**src/sv/qrs_pkg.sv**
```systemverilog
`timescale 1ns / 1ps
`default_nettype none
package qrs_pkg;

	localparam int COEF_W   = 32;
	localparam int FRAC_W   = 16;
	localparam int LIM_W    = 16;
	localparam int MAG_W    = COEF_W;
	localparam int PROD_W   = 2 * MAG_W;
	localparam int DISC_W   = PROD_W + 3;
	localparam int RAD_W    = PROD_W + 2;
	localparam int SQ_STEPS = RAD_W / 2;
	localparam int ROOT_W   = SQ_STEPS;
	localparam int SREM_W   = ROOT_W + 2;
	localparam int N_W      = ROOT_W + 2;
	localparam int NMAG_W   = ROOT_W + 1;
	localparam int NUM_W    = NMAG_W + FRAC_W;
	localparam int DIV_W    = MAG_W + 1;
	localparam int DREM_W   = DIV_W + 1;
	localparam int Q_W      = NUM_W;

	typedef enum logic [2:0] {
		ST_NOT_QUAD = 3'd0,
		ST_ONE      = 3'd1,
		ST_TWO      = 3'd2,
		ST_NO_REAL  = 3'd3,
		ST_OVERFLOW = 3'd4
	} status_t;

	typedef struct packed {
		logic              not_quad;
		logic              no_real;
		logic              d_zero;
		logic              a_neg;
		logic              b_neg;
		logic [MAG_W-1:0]  b_mag;
		logic [DIV_W-1:0]  two_a;
	} sq_side_t;

	typedef struct packed {
		logic              not_quad;
		logic              no_real;
		logic              d_zero;
		logic [1:0]        neg;
		logic [DIV_W-1:0]  two_a;
	} dv_side_t;

endpackage
`default_nettype wire

```
**src/sv/qrs_div_cell.sv**
```systemverilog
`timescale 1ns / 1ps
`default_nettype none
module qrs_div_cell (
	input  wire logic                               clk,
	input  wire logic                               arst_n,
	input  wire logic                               vld,
	input  wire logic [1:0][qrs_pkg::NUM_W-1:0]     num,
	input  wire logic [1:0][qrs_pkg::DREM_W-1:0]    rem,
	input  wire logic [1:0][qrs_pkg::Q_W-1:0]       quo,
	input  wire qrs_pkg::dv_side_t                  side,
	output logic                                    vld_q,
	output logic [1:0][qrs_pkg::NUM_W-1:0]          num_q,
	output logic [1:0][qrs_pkg::DREM_W-1:0]         rem_q,
	output logic [1:0][qrs_pkg::Q_W-1:0]            quo_q,
	output qrs_pkg::dv_side_t                       side_q
);

	logic [1:0][qrs_pkg::DREM_W-1:0] rem_sh;
	logic [1:0][qrs_pkg::DREM_W-1:0] rem_nx;
	logic [1:0]                      ge;
	logic [qrs_pkg::DREM_W-1:0]      dvs;

	assign dvs = {1'b0, side.two_a};

	// one restoring step per lane
	always_comb begin
		for (int i = 0; i < 2; i++) begin
			rem_sh[i] = {rem[i][qrs_pkg::DREM_W-2:0], num[i][qrs_pkg::NUM_W-1]};
			ge[i]     = rem_sh[i] >= dvs;
			rem_nx[i] = ge[i] ? rem_sh[i] - dvs : rem_sh[i];
		end
	end

	always_ff @(posedge clk or negedge arst_n) begin
		if (!arst_n) begin
			vld_q <= 1'b0;
		end else begin
			vld_q <= vld;
		end
	end

	always_ff @(posedge clk) begin
		for (int i = 0; i < 2; i++) begin
			num_q[i] <= {num[i][qrs_pkg::NUM_W-2:0], 1'b0};
			rem_q[i] <= rem_nx[i];
			quo_q[i] <= {quo[i][qrs_pkg::Q_W-2:0], ge[i]};
		end
		side_q <= side;
	end

endmodule
`default_nettype wire

```
**config.mk**
```make
export PLATFORM = sky130hd
export DESIGN_NAME = qrs_div_cell
export DESIGN_NICKNAME = d
export VERILOG_FILES = /design/src/sv/qrs_pkg.sv /design/src/sv/qrs_div_cell.sv
export SDC_FILE = /design/constraint.sdc
export NUM_CORES = 1
export LEC_CHECK = 0
export ABC_CLOCK_PERIOD_IN_PS = 800
export BUFFER_PORTS_ARGS = -buffer_cell sky130_fd_sc_hd__buf_2
export CAP_MARGIN = 25
export CORE_AREA = 2 2 237 239
export DETAILED_ROUTE_END_ITERATION = 8
export DIE_AREA = 0 0 239 241
export PLACE_DENSITY_LB_ADDON = 0.15
export RECOVER_POWER = 50
export SYNTH_ARGS = -nofsm -noshare
export SYNTH_HDL_FRONTEND = slang
export SYNTH_SLANG_ARGS = --single-unit
```
**constraint.sdc**
```tcl
create_clock -name clk -period 0.8 [get_ports clk]
set_input_delay 0.08 -clock clk [delete_from_list [all_inputs] [get_ports clk]]
set_output_delay 0.08 -clock clk [all_outputs]
set_load 0.05 [all_outputs]
```
After elaboration in Yosys (flattened, before gate mapping)
Cells that the tools add are included.
{"block": "word_totals", "register_bits": 305, "inputBits": 309, "out_inout_bits": 307, "word_cells": 18}
{"block": "op_classes", "addsub": 2, "magnitude_cmp": 2, "muxes": 2}
{"cell": "34-bit by 33-bit greater-or-equal comparator with 1-bit output", "n": 2}
{"cell": "34-bit 2-to-1 mux", "n": 2}
{"cell": "34-bit by 33-bit subtractor with 34-bit output", "n": 2}

Logic depth before layout (Yosys ltp)
Gate-level depths: netlist of run 1.
{"block": "logic_depth", "ltp_word": 2, "mapped_depth": 14, "ltp_nobuf": 13}

Worst setup path after synthesis of run 1
OpenSTA, ideal clock, no wires.
{"block": "synth_timing", "path_kind": "input -> register", "start": "input num[99] (netlist name)", "end": "register rem_q[46] (netlist name)", "setup_ps": 121, "arrival_time_ps": 2355, "path_slack_ps": -1676, "cell_stages": 13, "n_path_buf": 1, "cell_sequence": "inv_1 > ha_1 > inv_1 > fa_1 > a21oi_1 > o211ai_1 > a21oi_1 > o21ai_1 > o31ai_4 > o211a_2 > inv_2 > buf_4 > mux2_2"}
{"item": "start: declaration", "line_no": "qrs_div_cell.sv:7", "source": "input wire logic [1:0][qrs_pkg::NUM_W-1:0] num,"}
{"item": "end signal: indexed assignment", "line_no": "qrs_div_cell.sv:45", "source": "rem_q[i] <= rem_nx[i];"}
{"item": "end: declaration", "line_no": "qrs_div_cell.sv:13", "source": "output logic [1:0][qrs_pkg::DREM_W-1:0] rem_q,"}

==> impl_metrics.json, run 1 <==
{
  "run_status": "finished, violations left",
  "violations": "hold timing, setup timing",
  "place.gp.congestion": 0.864,
  "synth_edf_count": 0,
  "fmax_mhz": 472,
  "setup_violations": 375,
  "die_y_um": 241,
  "synthTopCellsByCount": "dfxtp_1, a21oi_1, ha_1",
  "cts_buffers": 37,
  "power_density_nw_per_um2": 2120,
  "synth_area_leaders": "dfxtp_1, ha_1, a21oi_1",
  "ant_nets": 0,
  "grt_max_degree": 14,
  "area_growth_pct": 143,
  "placementRows": 86,
  "dpl.hpwl_um": 44000,
  "crit_buf_inv": 4,
  "final.min_clock_period_ns": 2.12,
  "synth_most_common_cell": "dfxtp_1",
  "final_nets": 2536,
  "cts_tree": "yes",
  "ys_seq_area_share_pct": 57.1,
  "vias": 12000,
  "die_w_um": 239,
  "cp-end-kind": "register",
  "gr-total-overflow": 0,
  "portBuffers": 609,
  "vias_per_cell": 4.14,
  "worstPathCellList": "buf_4 -> clkinvlp_4 -> ha_4 -> a21oi_1 -> o21ai_2 -> a221oi_2 -> o21ai_2 -> a2111oi_1 -> a21o_1 -> inv_4 -> clkbuf_16 -> mux2_4",
  "io_pins": 616,
  "cp_data_required_time_ns": 1.23,
  "drc": 0,
  "fill_cells": 4912,
  "drt_iter0_drc": 378,
  "antenna_found_initial": 17,
  "crit_arrival_ns": 2.55,
  "fin_crit_sh_pct": 265,
  "place_ws_ns": -2.04,
  "critPathMaxStageDelay_ns": 0.38,
  "path_max_fanout": 6,
  "path_class": "input pin to register",
  "wl_um": 60600,
  "netlist_area_um2": 10700,
  "htreeDepth": 2,
  "slowest_stage": "a221oi_2",
  "cts_sinks": 305,
  "rsz0062_at_grt": "yes",
  "clockRootBuffer": "clkbuf_16",
  "yosysWarnings": 0,
  "synth.distinct_cells": 82,
  "synth_seq_cells": 305,
  "path_clk_slew_ns": 0.05,
  "synth_top_flop_cell": "dfxtp_1",
  "grt_pass1_vias": 13000,
  "drt-wirelength-per-cell_um": 20.9,
  "syn-mean-instance-area_um2": 11.2,
  "regArea_um2": 6510,
  "multi_input_area_um2": 5360,
  "synth_cells": 953,
  "hold_violations": 2,
  "first_pass_iters": 5,
  "cp-start-kind": "input pin",
  "whs_ns": -0.305,
  "setup_ws_ns": -1.32,
  "cp_common_cell": "o21ai_2",
  "synthArstFlopShare_pct": 0.328,
  "core_um2": 54900,
  "maxCapViolations": 0,
  "hold_class": "input pin to register",
  "drive_above_1_share_pct": 66.2,
  "start_util_pct": 19.5,
  "ir_drop_uv": 1390,
  "netlist.area_leader.share_pct": 56.9,
  "gr-usage-all-layers_pct": 19.8,
  "cellLeakagePower_nw": 11.7,
  "clk_path_buf_depth": 3,
  "final_max_slew_viol_count": 0,
  "dieArea_um2": 57600,
  "grt_pass1_wl_um": 83400,
  "crit_family": "compound AO/OA/AOI/OAI gates",
  "synth_top_cell_by_area": "dfxtp_1"
}
cell families (layout without fill, tap and decap cells):
kind of cell / count (synthesis) / in the layout / share of synthesized area (%)
compound gates: 237 / 237 / 15.2
xor+xnor: 55 / 55 / 4.50
fa+ha+maj: 68 / 68 / 8.09
buf+inv: 85 / 1318 / 3.53
flops: 305 / 305 / 57.1
mux: 38 / 38 / 3.99
other cells: 1 / 11 / 0.0350
simple gates: 164 / 164 / 7.55
path summary, 6_finish.rpt:
| path | slack (ns) | endpoint | cells after the start | from |
|---|---|---|---|---|
| worst max-delay path | -1.32 | rem_q[20] | 12 | side[22] |
| worst min-delay path | -0.31 | side_q[0] | 1 | side[0] |
| max in group asynchronous | 0.20 | vld_q | 3 | arst_n |
| min in group asynchronous | 0.47 | vld_q | 3 | arst_n |
report_power, final:
group          switching [mW]  internal [mW]
combinational            10.2           9.47
clock                    6.99           10.5
sequential               1.06           16.9
area by class of cell:
cell class	count	share of cell area (%)
Clock inverter	16	0.789
Sequential cell	305	25.0
Clock buffer	51	4.03
Timing Repair Buffer	1185	44.7
Antenna cell	9	0.0866
Timing Repair inverter	3	0.197
Multi-Input combinational cell	564	20.6
Inverter	63	1.24
Tap cell	704	3.39
repair_timing:
| item | CTS | global route |
|---|---|---|
| gates resized for setup | 1244 | 125 |
| endpoints found under the hold margin | 303 | 3 |
| endpoints found under the setup margin | 375 | 375 |
| buffers inserted | 29 | 16 |
| pin swaps | 57 | 45 |
| cloned | 6 | 1 |
| hold buffers | 302 | 1 |
placed cells by master, fill, tap and decap left out, types with 11 or more instances in the layout:
master / netlist / routed
ha_1: 66 / 36
xnor2_1: 41 / 40
nand2_1: 37 / 34
nor2_1: 45 / 30
mux2_4: 0 / 31
buf_6: 3 / 38
clkbuf_16: 0 / 38
buf_12: 0 / 46
a21o_1: 20 / 20
nand4_1: 11 / 11
buf_4: 7 / 242
nand3_1: 19 / 17
inv_2: 2 / 11
xor2_1: 14 / 14
o21bai_1: 11 / 11
a21oi_1: 89 / 60
dlygate4sd3_1: 0 / 303
a21oi_2: 5 / 28
nor2_4: 0 / 11
dfxtp_2: 0 / 297
o21ai_0: 27 / 20
ha_4: 0 / 30
inv_1: 61 / 36
clkbuf_1: 3 / 15
buf_2: 8 / 287
buf_8: 0 / 258
metal layers:
metal / share of wire, % / GRT usage (%)
met1: 35 / 20.0
met2: 53 / 36.4
met3: 6.0 / 4.92
met4: 5.9 / 12.4
met5: 0.092 / 0
state kept, by name, summed over array words and instances (netlist names):
name,cells
quo_q,100
num_q,98
rem_q,68
side_q,38
vld_q,1
through the flow:
step	instance area [µm²]	TNS [ns]	util, %	total power, mW	instances
after CTS	25300	-186.42	46.2	55.1	2876
final	26000	-176.97	47.4	55.2	2900
after floorplan	11100	-99.42	-	26.1	954
after detailed placement	17100	-133.74	31.1	31.8	2476
after global placement	17100	-132.36	31.1	31.9	2476
after global routing	26000	-195.24	47.4	57.4	2898
Note: power is estimated with default switching activity, not from simulation.
==> inputs of run 2 (changes only) <==
Settings changed: REMOVE_ABC_BUFFERS set to 1.
==> impl_metrics.json, run 2 (synthesis results as in run 1) <==
{
  "path_clk_slew_ns": 0.06,
  "top_register": "quo_q",
  "run_status": "finished, violations left",
  "final_cells": 2907,
  "grt_pass1_vias": 12500,
  "vias": 12000,
  "path_class": "input pin to register",
  "core_um2": 54900,
  "cts_tree": "yes",
  "clockRootBuffer": "clkbuf_16",
  "drt_iter0_drc": 381,
  "clk_path_buf_depth": 3,
  "cp-start-kind": "input pin",
  "gr-total-overflow": 0,
  "post-route-util_pct": 45.9,
  "wl_um": 58700,
  "final_nets": 2548,
  "setup_violations": 375,
  "cts_sinks": 305,
  "drive_above_1_share_pct": 64.3,
  "met3WireLength_um": 3440,
  "hold_class": "input pin to register",
  "ant_nets": 0,
  "final.min_clock_period_ns": 2.13,
  "fmax_mhz": 470,
  "cellLeakagePower_nw": 11.4,
  "rsz0062_at_grt": "yes",
  "power_density_nw_per_um2": 2110,
  "grt_max_degree": 21,
  "place.gp.congestion": 0.849,
  "cts_buffers": 37,
  "portBuffers": 609,
  "drc": 0,
  "antenna_found_initial": 12,
  "dr_wl_met2_um": 31500,
  "dp.cells": 2508,
  "mostFrequentLayoutCells": "dlygate4sd3_1, buf_2, dfxtp_2, buf_4, buf_8",
  "violations": "hold timing, setup timing",
  "dieArea_um2": 57600,
  "first_pass_iters": 4,
  "gr-usage-all-layers_pct": 17.9,
  "maxCapViolations": 0,
  "cp-end-kind": "register",
  "top_layer": "met5",
  "dpl.hpwl_um": 42200,
  "area_growth_pct": 135,
  "final_max_slew_viol_count": 0,
  "die_w_um": 239,
  "reg_top3": "quo_q x100, num_q x98, rem_q x68",
  "whs_ns": -0.312,
  "ir_drop_uv": 1430,
  "die_y_um": 241,
  "largest_reg_flops": 100,
  "fin_crit_sh_pct": 266,
  "cp_data_required_time_ns": 1.23,
  "start_util_pct": 19.5,
  "io_pins": 616,
  "vias_per_cell": 4.14,
  "setup_ws_ns": -1.33,
  "hold_violations": 2,
  "htreeDepth": 2,
  "crit_arrival_ns": 2.55,
  "wl_met1_um": 21400,
  "final_common_cell": "dlygate4sd3_1",
  "drt-wirelength-per-cell_um": 20.2,
  "path_max_fanout": 20,
  "grt_pass1_wl_um": 76000,
  "placementRows": 86
}
## run 2: cell types whose count changed in the layout (fill, tap and decap cells not counted), moves of 9 or more
cell | previous run | this run
a21oi_1 | 60 | 71
buf_12 | 46 | 27
buf_2 | 287 | 298
buf_4 | 242 | 275
buf_6 | 38 | 54
buf_8 | 258 | 238
clkbuf_1 | 15 | 6
inv_1 | 36 | 46
mux2_1 | 0 | 11
mux2_2 | 6 | 17
mux2_4 | 31 | 9
nor2_4 | 11 | 1
## run 2: power breakdown
part | total (mW) | internal (mW) | switching [mW]
Combinational | 18.7 | 8.86 | 9.88
Sequential | 17.9 | 16.9 | 0.991
Clock | 16.3 | 9.34 | 7.00
## run 2: final cells by class
class                           instances  area, µm²
Fill cell                            4999      29700
Timing Repair Buffer                 1200      11400
Sequential cell                       305       6500
Multi-Input combinational cell        564       4910
Clock buffer                           46       1000
Tap cell                              704        881
Inverter                               63        249
Clock inverter                         18        169
Antenna cell                            7       17.5
## run 2: timing repair
item	4_1_cts	5_1_grt
pin swaps	20	19
hold buffers	302	1
endpoints found under the setup margin	375	375
buffers inserted	14	8
gates cloned	1	4
resized for setup	183	1402
endpoints found under the hold margin	304	3
## run 2: worst paths after layout
kind                       slack, ns         to  cells past startpoint     from
max                            -1.33   rem_q[8]                     14  num[49]
min                            -0.31  side_q[0]                      1  side[0]
max in group asynchronous       0.12      vld_q                      3   arst_n
min in group asynchronous       0.57      vld_q                      3   arst_n
## run 2: worst max-delay path, stage by stage
cell and delay, ns:
buf_8 0.10, inv_4 0.05, ha_4 0.13, inv_2 0.03, fa_2 0.35, a21oi_2 0.16
o211ai_1 0.18, o2bb2ai_2 0.19, a21o_1 0.23, o311ai_2 0.25, a21o_1 0.18, inv_2 0.09
buf_12 0.17, mux2_1 0.32
## run 2: metal layers
layer	global-route usage, %	vias to the layer above
met2	33.4	420
met3	3.98	106
met4	8.60	4
li1	-	5802
met1	18.9	5709
met5	0	-
## run 2: stage by stage
step	hold slack [ns]	TNS, ns	power [mW]	setup slack, ns	cell area (µm²)
floorplan	-0.216	-121.92	25.5	-1.88	10600
global placement	-0.140	-134.98	31.3	-2.19	16700
detailed placement	-0.141	-138.01	31.3	-2.15	16700
CTS	-0.357	-212.61	50.1	-1.31	21800
global route	-0.353	-197.46	55.1	-1.42	25200
finish	-0.312	-178.70	53.0	-1.33	25200
