## config.mk

```make
export PLATFORM = sky130hd
export DESIGN_NAME = qrs_sqrt_cell
export DESIGN_NICKNAME = d
export VERILOG_FILES = /design/src/sv/qrs_pkg.sv /design/src/sv/qrs_sqrt_cell.sv
export SDC_FILE = /design/constraint.sdc
export NUM_CORES = 1
export LEC_CHECK = 0
export BUFFER_PORTS_ARGS = -buffer_cell sky130_fd_sc_hd__buf_2
export CORE_AREA = 2 2 158 160
export CTS_CLUSTER_SIZE = 14
export DETAILED_ROUTE_END_ITERATION = 12
export DIE_AREA = 0 0 160 162
export PLACE_DENSITY = 0.62
export SKIP_LAST_GASP = 1
export SLEW_MARGIN = 20
export SYNTH_ARGS = -nofsm -noshare
export SYNTH_HDL_FRONTEND = slang
export SYNTH_SLANG_ARGS = --single-unit
export TNS_END_PERCENT = 10
```

## constraint.sdc

```tcl
create_clock -name clk -period 0.8 [get_ports clk]
set_input_delay 0.2 -clock clk [delete_from_list [all_inputs] [get_ports clk]]
set_output_delay 0.2 -clock clk [all_outputs]
set_load 0.03 [all_outputs]
```

## src/sv/qrs_pkg.sv

```systemverilog
`timescale 1ns / 1ps
`default_nettype none
package qrs_pkg;

	localparam int COEF_W   = 32;
	localparam int FRAC_W   = 16;
	localparam int LIM_W    = 16;
	localparam int MAG_W    = COEF_W;
	localparam int PROD_W   = 2 * MAG_W;
	localparam int DISC_W   = PROD_W + 3;
	localparam int RAD_W    = PROD_W + 2;
	localparam int SQ_STEPS = RAD_W / 2;
	localparam int ROOT_W   = SQ_STEPS;
	localparam int SREM_W   = ROOT_W + 2;
	localparam int N_W      = ROOT_W + 2;
	localparam int NMAG_W   = ROOT_W + 1;
	localparam int NUM_W    = NMAG_W + FRAC_W;
	localparam int DIV_W    = MAG_W + 1;
	localparam int DREM_W   = DIV_W + 1;
	localparam int Q_W      = NUM_W;

	typedef enum logic [2:0] {
		ST_NOT_QUAD = 3'd0,
		ST_ONE      = 3'd1,
		ST_TWO      = 3'd2,
		ST_NO_REAL  = 3'd3,
		ST_OVERFLOW = 3'd4
	} status_t;

	typedef struct packed {
		logic              not_quad;
		logic              no_real;
		logic              d_zero;
		logic              a_neg;
		logic              b_neg;
		logic [MAG_W-1:0]  b_mag;
		logic [DIV_W-1:0]  two_a;
	} sq_side_t;

	typedef struct packed {
		logic              not_quad;
		logic              no_real;
		logic              d_zero;
		logic [1:0]        neg;
		logic [DIV_W-1:0]  two_a;
	} dv_side_t;

endpackage
`default_nettype wire

```

## src/sv/qrs_sqrt_cell.sv

```systemverilog
`timescale 1ns / 1ps
`default_nettype none
module qrs_sqrt_cell (
	input  wire logic                          clk,
	input  wire logic                          arst_n,
	input  wire logic                          vld,
	input  wire logic [qrs_pkg::RAD_W-1:0]     rad,
	input  wire logic [qrs_pkg::SREM_W-1:0]    rem,
	input  wire logic [qrs_pkg::ROOT_W-1:0]    root,
	input  wire qrs_pkg::sq_side_t             side,
	output logic                               vld_q,
	output logic [qrs_pkg::RAD_W-1:0]          rad_q,
	output logic [qrs_pkg::SREM_W-1:0]         rem_q,
	output logic [qrs_pkg::ROOT_W-1:0]         root_q,
	output qrs_pkg::sq_side_t                  side_q
);

	logic [qrs_pkg::SREM_W-1:0] rem_sh;
	logic [qrs_pkg::SREM_W-1:0] trial;
	logic                       ge;

	// bring down the next two radicand bits and try root*4+1
	assign rem_sh = {rem[qrs_pkg::SREM_W-3:0], rad[qrs_pkg::RAD_W-1 -: 2]};
	assign trial  = {root, 2'b01};
	assign ge     = rem_sh >= trial;

	always_ff @(posedge clk or negedge arst_n) begin
		if (!arst_n) begin
			vld_q <= 1'b0;
		end else begin
			vld_q <= vld;
		end
	end

	always_ff @(posedge clk) begin
		rad_q  <= {rad[qrs_pkg::RAD_W-3:0], 2'b00};
		rem_q  <= ge ? rem_sh - trial : rem_sh;
		root_q <= {root[qrs_pkg::ROOT_W-2:0], ge};
		side_q <= side;
	end

endmodule
`default_nettype wire

```

Yosys cells after proc, flatten, opt, wreduce, memory -nomap -nowiden

Index checks and enable logic that the tools add are counted.

Input bits: 207
Bits in registers: 203
Word-level logic and storage cells: 14
Output and inout port bits: 205

Magnitude comparators: 1
Add/subtract/negate cells: 1
Multiplexer cells: 1

Operators with widths:

| operator                           | count |
|---|---|
| greater-or-equal comparator 35 bit | 1 |
| 2-to-1 mux 35 bit                  | 1 |
| subtractor 35 bit                  | 1 |

Logic depth before layout (Yosys ltp)

Gate-level depths: netlist (run 1).

Word-level depth: 2
Depth in mapped cells: 13
Mapped depth without buffers: 11

Worst setup path after synthesis (run 1)

Ideal clock, no wire load.

Kind: input -> register
Start point: in root[23] in the netlist's numbering
End point: reg rem_q[32] in the netlist's numbering
Cell stages on the path: 11
Required time: 0.743 ns
Setup slack: -1.437 ns
Arrival: 2.180 ns
Path buffers: 1
Library setup time: 0.057 ns
Cell sequence: inv_1 ha_1 clkbuf_4 a21o_1 a21oi_1 o21bai_1 a211oi_1 o21ai_0 mux2_2 nor4_1 a21o_1

Cells in the longest elaborated chain, start to end: 2
Elaborated cells between the ends (all ways): 3
Classes of those cells: add/sub: 1; order compare: 1; mux: 1

RTL lines:

| what                                                                           | line                                     | text |
|---|---|---|
| start, declared                                                                | qrs_sqrt_cell.sv:9                       | `input wire logic [qrs_pkg::ROOT_W-1:0] root,` |
| subtractor 35 bit / greater-or-equal comparator 35 bit (equally long branches) | qrs_sqrt_cell.sv:37, qrs_sqrt_cell.sv:25 |  |
| 2-to-1 mux 35 bit *                                                            | qrs_sqrt_cell.sv:37                      | `rem_q <= ge ? rem_sh - trial : rem_sh;` |
| end signal, assigned                                                           | qrs_sqrt_cell.sv:37                      |  |
| end, declared                                                                  | qrs_sqrt_cell.sv:13                      | `output logic [qrs_pkg::SREM_W-1:0] rem_q,` |

Mark *: on every way between the ends. The rest lies on a longest branch, timed or not.

Final worst setup path (run 1)

Start point: in root[14] in the netlist's numbering
End point: reg rem_q[21] in the netlist's numbering

Same word-level chain as after synthesis.

==> flow_metrics.env, run 1 <==
export IMPL_period_share_pct=236
export IMPL_synth_compound_gate_area_share_pct=14.8
export IMPL_globalplace_congestion=0.910
export IMPL_p_leak_nw=6.50
export IMPL_wire_per_inst_um=16.4
export IMPL_slew_viol_final=0
export IMPL_cts_sinks=203
export IMPL_drtIter0Drc=307
export IMPL_wl_met1_mm=10.5
export IMPL_ant_nets=0
export IMPL_finalCriticalPeriod_ps=1890
export IMPL_hpwl_mm=18.6
export IMPL_cp_arrival_ps=2290
export IMPL_synthArstFlopShare_pct=0.493
export IMPL_die_width_um=160
export IMPL_crit_fanout=5
export IMPL_muxShareOfSynthArea_pct=0.170
export IMPL_ir_drop_v=0.00189
export IMPL_yosys_area_share_simple_pct=9.24
export IMPL_core_um2=24100
export IMPL_drc_errors=0
export IMPL_num_rows=57
export IMPL_violations="setup timing"
export IMPL_drive_gt1_share_pct=50.8
export IMPL_finalHoldViolations=0
export IMPL_ctsRootBufferMaster="clkbuf_16"
export IMPL_start_util_pct=27.5
export IMPL_path_cells="buf_8, inv_4, ha_4, nand4_1, buf_4, buf_4, o211ai_2, a21oi_2, o31a_1, buf_6, buf_6, and2_4, a31o_4"
export IMPL_clkSlewWorstSetupHoldPaths_ps=70
export IMPL_grt_max_degree=17
export IMPL_synthAdderAreaFrac_pct=6.60
export IMPL_dr_wl_met3_mm=1.97
export IMPL_synth_area_top_cells="dfxtp_1, ha_1, a21oi_1"
export IMPL_power_density_nw_per_um2=2150
export IMPL_clock_path_buffers=3
export IMPL_combPwrFrac_pct=26.4
export IMPL_die_area_um2=25900
export IMPL_grt_pass1_vias=7662
export IMPL_area_growth_pct=103
export IMPL_critPathMaxStageDelay_ps=310
export IMPL_critPathLaunchType="primary input"
export IMPL_yosysSeqAreaShare_pct=61.3
export IMPL_hold_ws_ps=37.8
export IMPL_yosys_area_share_xor_xnor_pct=3.56
export IMPL_swShare_pct=30.1
export IMPL_nets=1598
export IMPL_gr_usage_all_layers_pct=20.2
export IMPL_seqPwrFrac_pct=38.3
export IMPL_synth_distinct_cells=64
export IMPL_pre_cts_ws_ps=-1680
export IMPL_design_area_um2=13500
export IMPL_clkPwrFrac_pct=35.3
export IMPL_finalSetupViolations=239
export IMPL_grt_ovfl_total=0
export IMPL_top_layer="met4"
export IMPL_yosys_warnings=0
export IMPL_postRouteWirelength_mm=27.9
export IMPL_met2_length_mm=14.4
export IMPL_grt_pass1_wl_mm=41.3
export IMPL_worst_slack_ps=-1090
export IMPL_cts_tree="done"
export IMPL_synth_edf_count=0
export IMPL_synth_area_leader_cell="dfxtp_1"
export IMPL_hp_class="in -> reg"
export IMPL_antenna_found_initial=6
export IMPL_numCtsBuffers=23
export IMPL_portBuffers=407
export IMPL_h_tree_depth=1
export IMPL_critical_path_required_ps=1210
export IMPL_setup_worst_path_class="in -> reg"
export IMPL_synth_top_area_share_pct=60.9
export IMPL_die_h_um=162
export IMPL_io_pins=412
export IMPL_maxCapViolCount=0
export IMPL_syn_avg_cell_area_um2=11.1
export IMPL_dpl_cell_area_um2=10200
export IMPL_synth_flop_cell="dfxtp_1"
export IMPL_synth_top_family_by_area="compound AO/OA/AOI/OAI gates"
export IMPL_worst_path_max_delay_cell="o31a_1"
export IMPL_fmax_mhz=530
export IMPL_synthCells=598
export IMPL_via_per_inst=4.29
export IMPL_rsz0062_at_grt="true"
export IMPL_power_switching_mw=8.74
export IMPL_critPathCaptureType="flop"
export IMPL_status="finished, violations left"
export IMPL_internal_power_mw=20.3
export IMPL_first_pass_iters=4
export IMPL_num_vias=7300
export IMPL_synth_seq_cells=203
export IMPL_netlist_area_um2=6640
## stage by stage
stage | TNS, ps | instances | utilization, % | total power [mW]
floorplan | -43850 | 599 | - | 14.9
global placement | -54420 | 1448 | 42.4 | 17.5
detailed placement | -56500 | 1448 | 42.4 | 17.6
CTS | -123450 | 1687 | 54.7 | 28.9
global route | -131520 | 1702 | 55.9 | 30.2
finish | -119080 | 1703 | 55.9 | 29.0
## area by class of cell
type                    instances  area, µm²
clock inverters                12       87.6
clock buffers                  30        662
well taps                     324        405
inverters                      44        175
multi-input cells             336       2830
diodes                          6       15.0
repair buffers                748       5230
flip-flops and latches        203       4070
fillers                      2057      10600
## flip-flops by register name (all words and copies together), names as in the netlist
name    count
root_q     33
rem_q      35
side_q     70
rad_q      64
vld_q       1
## final timing paths
path	from	endpoint	slack [ps]	cells after the start
max	root[14]	rem_q[21]	-1090	13
min	rem[23]	rem_q[25]	40	4
max in group asynchronous	arst_n	vld_q	670	2
min in group asynchronous	arst_n	vld_q	50	2
## Yosys cell counts, drive strengths merged, types with 2 or more instances
cell and instances:
a31o 2, a21boi 5, and4 3, clkbuf 4, and3 4, o21bai 6
and3b 2, a21o 16, nor4b 2, a21oi 54, a31oi 5, nor3 10
o31ai 4, nor4 3, o21ai 27, a211oi 2, dfxtp 202, nand3 10
buf 12, o211ai 5, nor2 33, nand2 36, nand2b 4, ha 35
a211o 3, xor2 11, nand4 9, o21a 7, xnor2 16, and2 4
o221ai 2, inv 44, o31a 2, a2111oi 2
## placed cells by master, fill, tap and decap left out, drive strengths merged, types with 2 or more instances in the layout
cell,n
a21o,16
a21oi,54
o21a,7
and4,3
and2,4
o21bai,6
conb,2
o31a,2
nand4,9
clkbuf,31
a211oi,2
a2111oi,2
clkinv,4
ha,35
a211o,3
o211ai,5
nand3,10
clkinvlp,5
o31ai,4
and3,4
inv,47
a31o,2
buf,554
o221ai,2
o21ai,27
dlygate4sd3,193
xnor2,16
and3b,2
a31oi,5
nand2,36
diode,6
dfxtp,202
nor4b,2
nand2b,4
xor2,11
nor3,10
nor2,33
a21boi,5
nor4,3
## layer usage
| metal | vias to the layer above | GRT usage (%) |
|---|---|---|
| li1 | 3579 | - |
| met1 | 3379 | 21.3 |
| met2 | 272 | 38.3 |
| met3 | 70 | 5.46 |
| met4 | 0 | 7.74 |
| met5 | - | 0 |
## cells by family after synthesis
family          Yosys count
xor+xnor                 27
flops                   203
other cells               1
buf+inv                  60
compound gates          147
mux                       1
fa+ha+maj                35
simple gates            124
## what timing repair did
| item | 4_1_cts | 5_1_grt |
|---|---|---|
| hold buffers | 192 | 1 |
| setup endpoints to repair | 239 | 239 |
| buffers inserted | 5 | 9 |
| gates resized for setup | 52 | 51 |
| pin swaps | 23 | 28 |
| hold endpoints to repair | 193 | 1 |
| gates cloned | 0 | 1 |
## worst max-delay path, delay by kind of cell
kind,cells,cell delay [ps]
and+or+nand+nor,2,340
adders and majority gates,1,270
AOI/OAI and AO/OA,4,770
buffers and inverters,6,710
## power groups by stage
stage          sequential [mW]  combinational (mW)  clock, mW
2_1_floorplan             12.9                2.00          0
3_3_place_gp              11.3                6.22          0
3_5_place_dp              11.3                6.27          0
4_1_cts                   11.1                7.31       10.5
5_1_grt                   11.2                8.14       10.9
6_report                  11.1                7.66       10.2
No activity file was read; power rests on OpenSTA's default activity.
==> run 2, diff against run 1 <==
BUFFER_PORTS_ARGS = unset   (was -buffer_cell sky130_fd_sc_hd__buf_2)
CORE_AREA = 2 2 160 162   (was 2 2 158 160)
CTS_CLUSTER_DIAMETER = 150   (was unset)
DIE_AREA = 0 0 162 164   (was 0 0 160 162)
DONT_BUFFER_PORTS = 1   (was unset)
PLACE_DENSITY = 0.47   (was 0.62)
==> run 2 against run 1 <==
The flow still finishes with violations (setup timing). First-iteration DRC count is 31% lower. Flip-flop and latch count stayed put. Sequential share of layout area is 3.4 points higher. Critical path type unchanged. Largest cell class is now flip-flops and latches. Largest power group unchanged.
==> flow_metrics.env, run 2 (synthesis gave the netlist of run 1 again) <==
export IMPL_num_rows=58
export IMPL_die_h_um=164
export IMPL_final_common_cell="dlygate4sd3_1"
export IMPL_area_growth_pct=82.6
export IMPL_slew_viol_final=0
export IMPL_grt_pass1_vias=6323
export IMPL_reg_top3="side_q: 70 flops, rad_q: 64 flops, rem_q: 35 flops"
export IMPL_critical_path_required_ps=1190
export IMPL_slew_headroom_pct=55.6
export IMPL_cts_sinks=203
export IMPL_antenna_found_initial=2
export IMPL_finalHoldViolations=0
export IMPL_p_leak_nw=5.15
export IMPL_period_share_pct=229
export IMPL_fillCellCount=2228
export IMPL_layout_common_cells="dlygate4sd3_1, dfxtp_1, buf_4, buf_12, inv_1"
export IMPL_numCtsBuffers=18
export IMPL_core_um2=24800
export IMPL_violations="setup timing"
export IMPL_critPathCaptureType="flop"
export IMPL_cts_tree="done"
export IMPL_hp_class="in -> reg"
export IMPL_ant_nets=0
export IMPL_finalSetupViolations=239
export IMPL_rsz0062_at_grt="true"
export IMPL_gr_usage_all_layers_pct=18.0
export IMPL_die_area_um2=26600
export IMPL_portBuffers=0
export IMPL_die_width_um=162
export IMPL_hpwl_mm=18.1
export IMPL_clock_path_buffers=3
export IMPL_crit_fanout=7
export IMPL_largest_reg_flops=70
export IMPL_drive_gt1_share_pct=32.0
export IMPL_h_tree_depth=1
export IMPL_ctsRootBufferMaster="clkbuf_16"
export IMPL_wire_per_inst_um=19.3
export IMPL_postRouteWirelength_mm=25.3
export IMPL_grt_ovfl_total=0
export IMPL_start_util_pct=26.7
export IMPL_drc_errors=0
export IMPL_globalplace_congestion=0.859
export IMPL_nets=1225
export IMPL_drtIter0Drc=212
export IMPL_grt_pass1_wl_mm=36.6
export IMPL_post_route_util_pct=48.8
export IMPL_power_density_nw_per_um2=2200
export IMPL_setup_worst_path_class="in -> reg"
export IMPL_critPathLaunchType="primary input"
export IMPL_worst_pin_slew_ps=660
export IMPL_first_pass_iters=5
export IMPL_fmax_mhz=547
export IMPL_num_vias=5769
export IMPL_via_per_inst=4.39
export IMPL_clkSlewWorstSetupHoldPaths_ps=70
export IMPL_cp_arrival_ps=2210
export IMPL_status="finished, violations left"
export IMPL_io_pins=412
export IMPL_hold_ws_ps=96.3
export IMPL_maxCapViolCount=0
export IMPL_worst_slack_ps=-1030
export IMPL_grt_max_degree=16
export IMPL_regMostFlops="side_q"
export IMPL_finalCriticalPeriod_ps=1830
export IMPL_ir_drop_v=0.00137
export IMPL_pre_cts_ws_ps=-1620
run 2: metrics by stage:
stage          power, mW  setup TNS, ps  cell area, µm²  instances
6_report            26.6        -111060           12100       1315
5_1_grt             27.8        -121810           12100       1314
4_1_cts             26.8        -114190           12000       1311
3_5_place_dp        17.3         -52880            8780       1062
3_3_place_gp        17.3         -51800            8780       1062
2_1_floorplan       14.9         -43850            6900        599
run 2: final timing paths:
check,depth (start not counted),to,startpoint,slack [ps]
max in group asynchronous,2,vld_q,arst_n,240
min in group asynchronous,2,vld_q,arst_n,460
min,3,rem_q[7],rem[5],100
max,12,rem_q[21],root[2],-1030
run 2: critical path: stages:
cell and delay (ps):
inv_8 10, ha_4 270, o211ai_1 100, o21ai_2 300
o211ai_1 160, o211ai_2 100, a21oi_2 90, o31a_1 350
buf_4 170, buf_6 130, and2_4 130, a31o_4 190
run 2: repair_timing:
action                                  4_1_cts  5_1_grt
buffers inserted                             23        7
pin swaps                                    37       14
endpoints found under the hold margin       203        2
gates cloned                                  5        0
gates resized for setup                      85       43
endpoints found under the setup margin      239      239
hold buffers                                202        3
run 2: where the power goes:
group          total (mW)  internal, mW  switching (mW)
registers            12.5          10.9            1.57
logic                6.39          3.64            2.75
clock network        7.74          4.22            3.52
total                26.6          18.8            7.84
run 2: layout make-up:
| class | count | area (µm²) | share of cell area (%) |
|---|---|---|---|
| Antenna cell | 1 | 2.50 | 0.0207 |
| Clock buffer | 20 | 479 | 3.95 |
| Clock inverter | 1 | 8.76 | 0.0723 |
| Inverter | 44 | 193 | 1.59 |
| Sequential cell | 203 | 4070 | 33.6 |
| Multi-Input combinational cell | 336 | 2980 | 24.6 |
| Timing Repair Buffer | 380 | 3970 | 32.8 |
| Tap cell | 330 | 413 | 3.41 |
run 2: per-layer routing:
layer,share of wire (%),track usage (%)
met1,39,20.1
met4,1.5,3.78
met5,0.051,0
met3,7.7,5.25
met2,52,33.8
==> run 3, diff against run 2 <==
clock period = 1.9 ns   (was 0.8 ns; I/O delays follow)
==> run 3 against run 2 <==
The flow still finishes with violations (setup timing). Setup slack gained 860 ps. Final cell count down 6.7%. Routed wire length decreased by 4.9%. Sequential power down 57%. Count of clock-buffer cells in the layout unchanged. First-iteration DRC count fell by 5.2%. Critical path depth unchanged. Critical path type unchanged. Critical endpoint is now rem_q[34].
==> flow_metrics.env, run 3 (synthesis gave the netlist of run 1 again) <==
export IMPL_rsz0062_at_grt="true"
export IMPL_critPathLaunchType="primary input"
export IMPL_drc_errors=0
export IMPL_finalHoldViolations=0
export IMPL_postRouteWirelength_mm=24.1
export IMPL_combPwrFrac_pct=17.2
export IMPL_portBuffers=0
export IMPL_num_rows=58
export IMPL_finalCriticalPeriod_ps=2070
export IMPL_regMostFlops="side_q"
export IMPL_fillCellCount=2356
export IMPL_first_pass_iters=5
export IMPL_pre_cts_ws_ps=-840
export IMPL_nets=1138
export IMPL_grt_ovfl_total=0
export IMPL_area_growth_pct=60.2
export IMPL_layout_common_cells="dfxtp_1, dlygate4sd3_1, buf_4, inv_1, a21oi_1"
export IMPL_fmax_mhz=483
export IMPL_die_width_um=162
export IMPL_violations="setup timing"
export IMPL_ctsRootBufferMaster="clkbuf_16"
export IMPL_multi_input_area_um2=2820
export IMPL_gr_usage_all_layers_pct=16.3
export IMPL_hp_class="in -> reg"
export IMPL_drtIter0Drc=201
export IMPL_antenna_found_initial=0
export IMPL_ant_nets=0
export IMPL_p_leak_nw=4.55
export IMPL_total_power_mw=10.5
export IMPL_dpl_cell_area_um2=8100
export IMPL_die_area_um2=26600
export IMPL_clkSlewWorstSetupHoldPaths_ps=70
export IMPL_grt_max_degree=17
export IMPL_worst_slack_ps=-172
export IMPL_globalplace_congestion=0.864
export IMPL_clkPwrFrac_pct=31.0
export IMPL_ir_drop_v=0.000620
export IMPL_io_pins=412
export IMPL_cp_arrival_ps=2450
export IMPL_grt_pass1_wl_mm=32.8
export IMPL_swShare_pct=29.8
export IMPL_die_h_um=164
export IMPL_setup_worst_path_class="in -> reg"
export IMPL_hpwl_mm=18.2
export IMPL_wire_per_inst_um=19.6
export IMPL_design_area_um2=10600
export IMPL_slew_viol_final=0
export IMPL_core_um2=24800
export IMPL_power_switching_mw=3.13
export IMPL_reg_top3="side_q: 70 flops, rad_q: 64 flops, rem_q: 35 flops"
export IMPL_seq_area_um2=4070
export IMPL_period_share_pct=109
export IMPL_clock_path_buffers=3
export IMPL_maxCapViolCount=0
export IMPL_numCtsBuffers=18
export IMPL_critical_path_required_ps=2280
export IMPL_start_util_pct=26.7
export IMPL_critPathCaptureType="flop"
export IMPL_internal_power_mw=7.37
export IMPL_final_common_cell="dfxtp_1"
export IMPL_power_density_nw_per_um2=987
export IMPL_h_tree_depth=1
export IMPL_cts_sinks=203
export IMPL_drive_gt1_share_pct=25.4
export IMPL_seqPwrFrac_pct=51.8
export IMPL_num_vias=5429
export IMPL_via_per_inst=4.42
export IMPL_cts_tree="done"
export IMPL_largest_reg_flops=70
export IMPL_crit_fanout=4
export IMPL_hold_ws_ps=95.2
export IMPL_grt_pass1_vias=5443
export IMPL_antenna_cells=0
export IMPL_finalSetupViolations=35
export IMPL_status="finished, violations left"
-- run 3: worst paths after layout --
path / startpoint / end / slack, ps / cells after the start
setup / recovery: root[18] / rem_q[34] / -170 / 12
hold / removal: rad[64] / rem_q[0] / 100 / 1
max in group asynchronous: arst_n / vld_q / 1580 / 1
min in group asynchronous: arst_n / vld_q / 210 / 1
-- run 3: layout make-up --
| type | instances | area share, % |
|---|---|---|
| flip-flops and latches | 203 | 38.3 |
| multi-input cells | 336 | 26.5 |
| repair buffers | 293 | 25.0 |
| clock inverters | 1 | 0.0824 |
| inverters | 44 | 1.74 |
| clock buffers | 20 | 4.51 |
| well taps | 330 | 3.88 |
-- run 3: worst max-delay path: stages --
cell	delay [ps]
inv_2	40
ha_4	190
buf_4	130
buf_4	140
nand2_2	70
o21ai_2	70
a2111oi_2	390
nor3_2	100
o31a_4	400
a31oi_4	190
xor2_2	160
a21oi_1	80
-- run 3: metal layers --
| metal | track usage [%] | wire, µm |
|---|---|---|
| met3 | 7.42 | 2600 |
| met4 | 3.70 | 446 |
| met2 | 29.1 | 12100 |
| met5 | 0 | 0 |
| met1 | 17.5 | 8920 |
-- run 3: through the flow --
| step | setup TNS (ps) | utilization [%] | instances |
|---|---|---|---|
| finish | -2460 | 42.8 | 1227 |
| global route | -6600 | 42.8 | 1227 |
| CTS | -2510 | 40.1 | 1171 |
| detailed placement | -25650 | 32.6 | 1032 |
| global placement | -23950 | 32.6 | 1032 |
| floorplan | -14150 | - | 599 |
-- run 3: timing repair --
item | in CTS | in global routing
endpoints found under the setup margin | 36 | 35
resized for setup | 45 | 22
endpoints found under the hold margin | 113 | 55
hold buffers | 113 | 55
pin swaps | 23 | 24
buffers inserted | 5 | 1
-- run 3: power by group through the flow --
stage | logic, mW | registers [mW] | clock network (mW)
5_1_grt | 1.98 | 5.46 | 3.55
3_3_place_gp | 1.37 | 5.54 | 0
6_report | 1.80 | 5.43 | 3.26
3_5_place_dp | 1.37 | 5.53 | 0
2_1_floorplan | 0.843 | 5.44 | 0
4_1_cts | 1.68 | 5.44 | 3.37
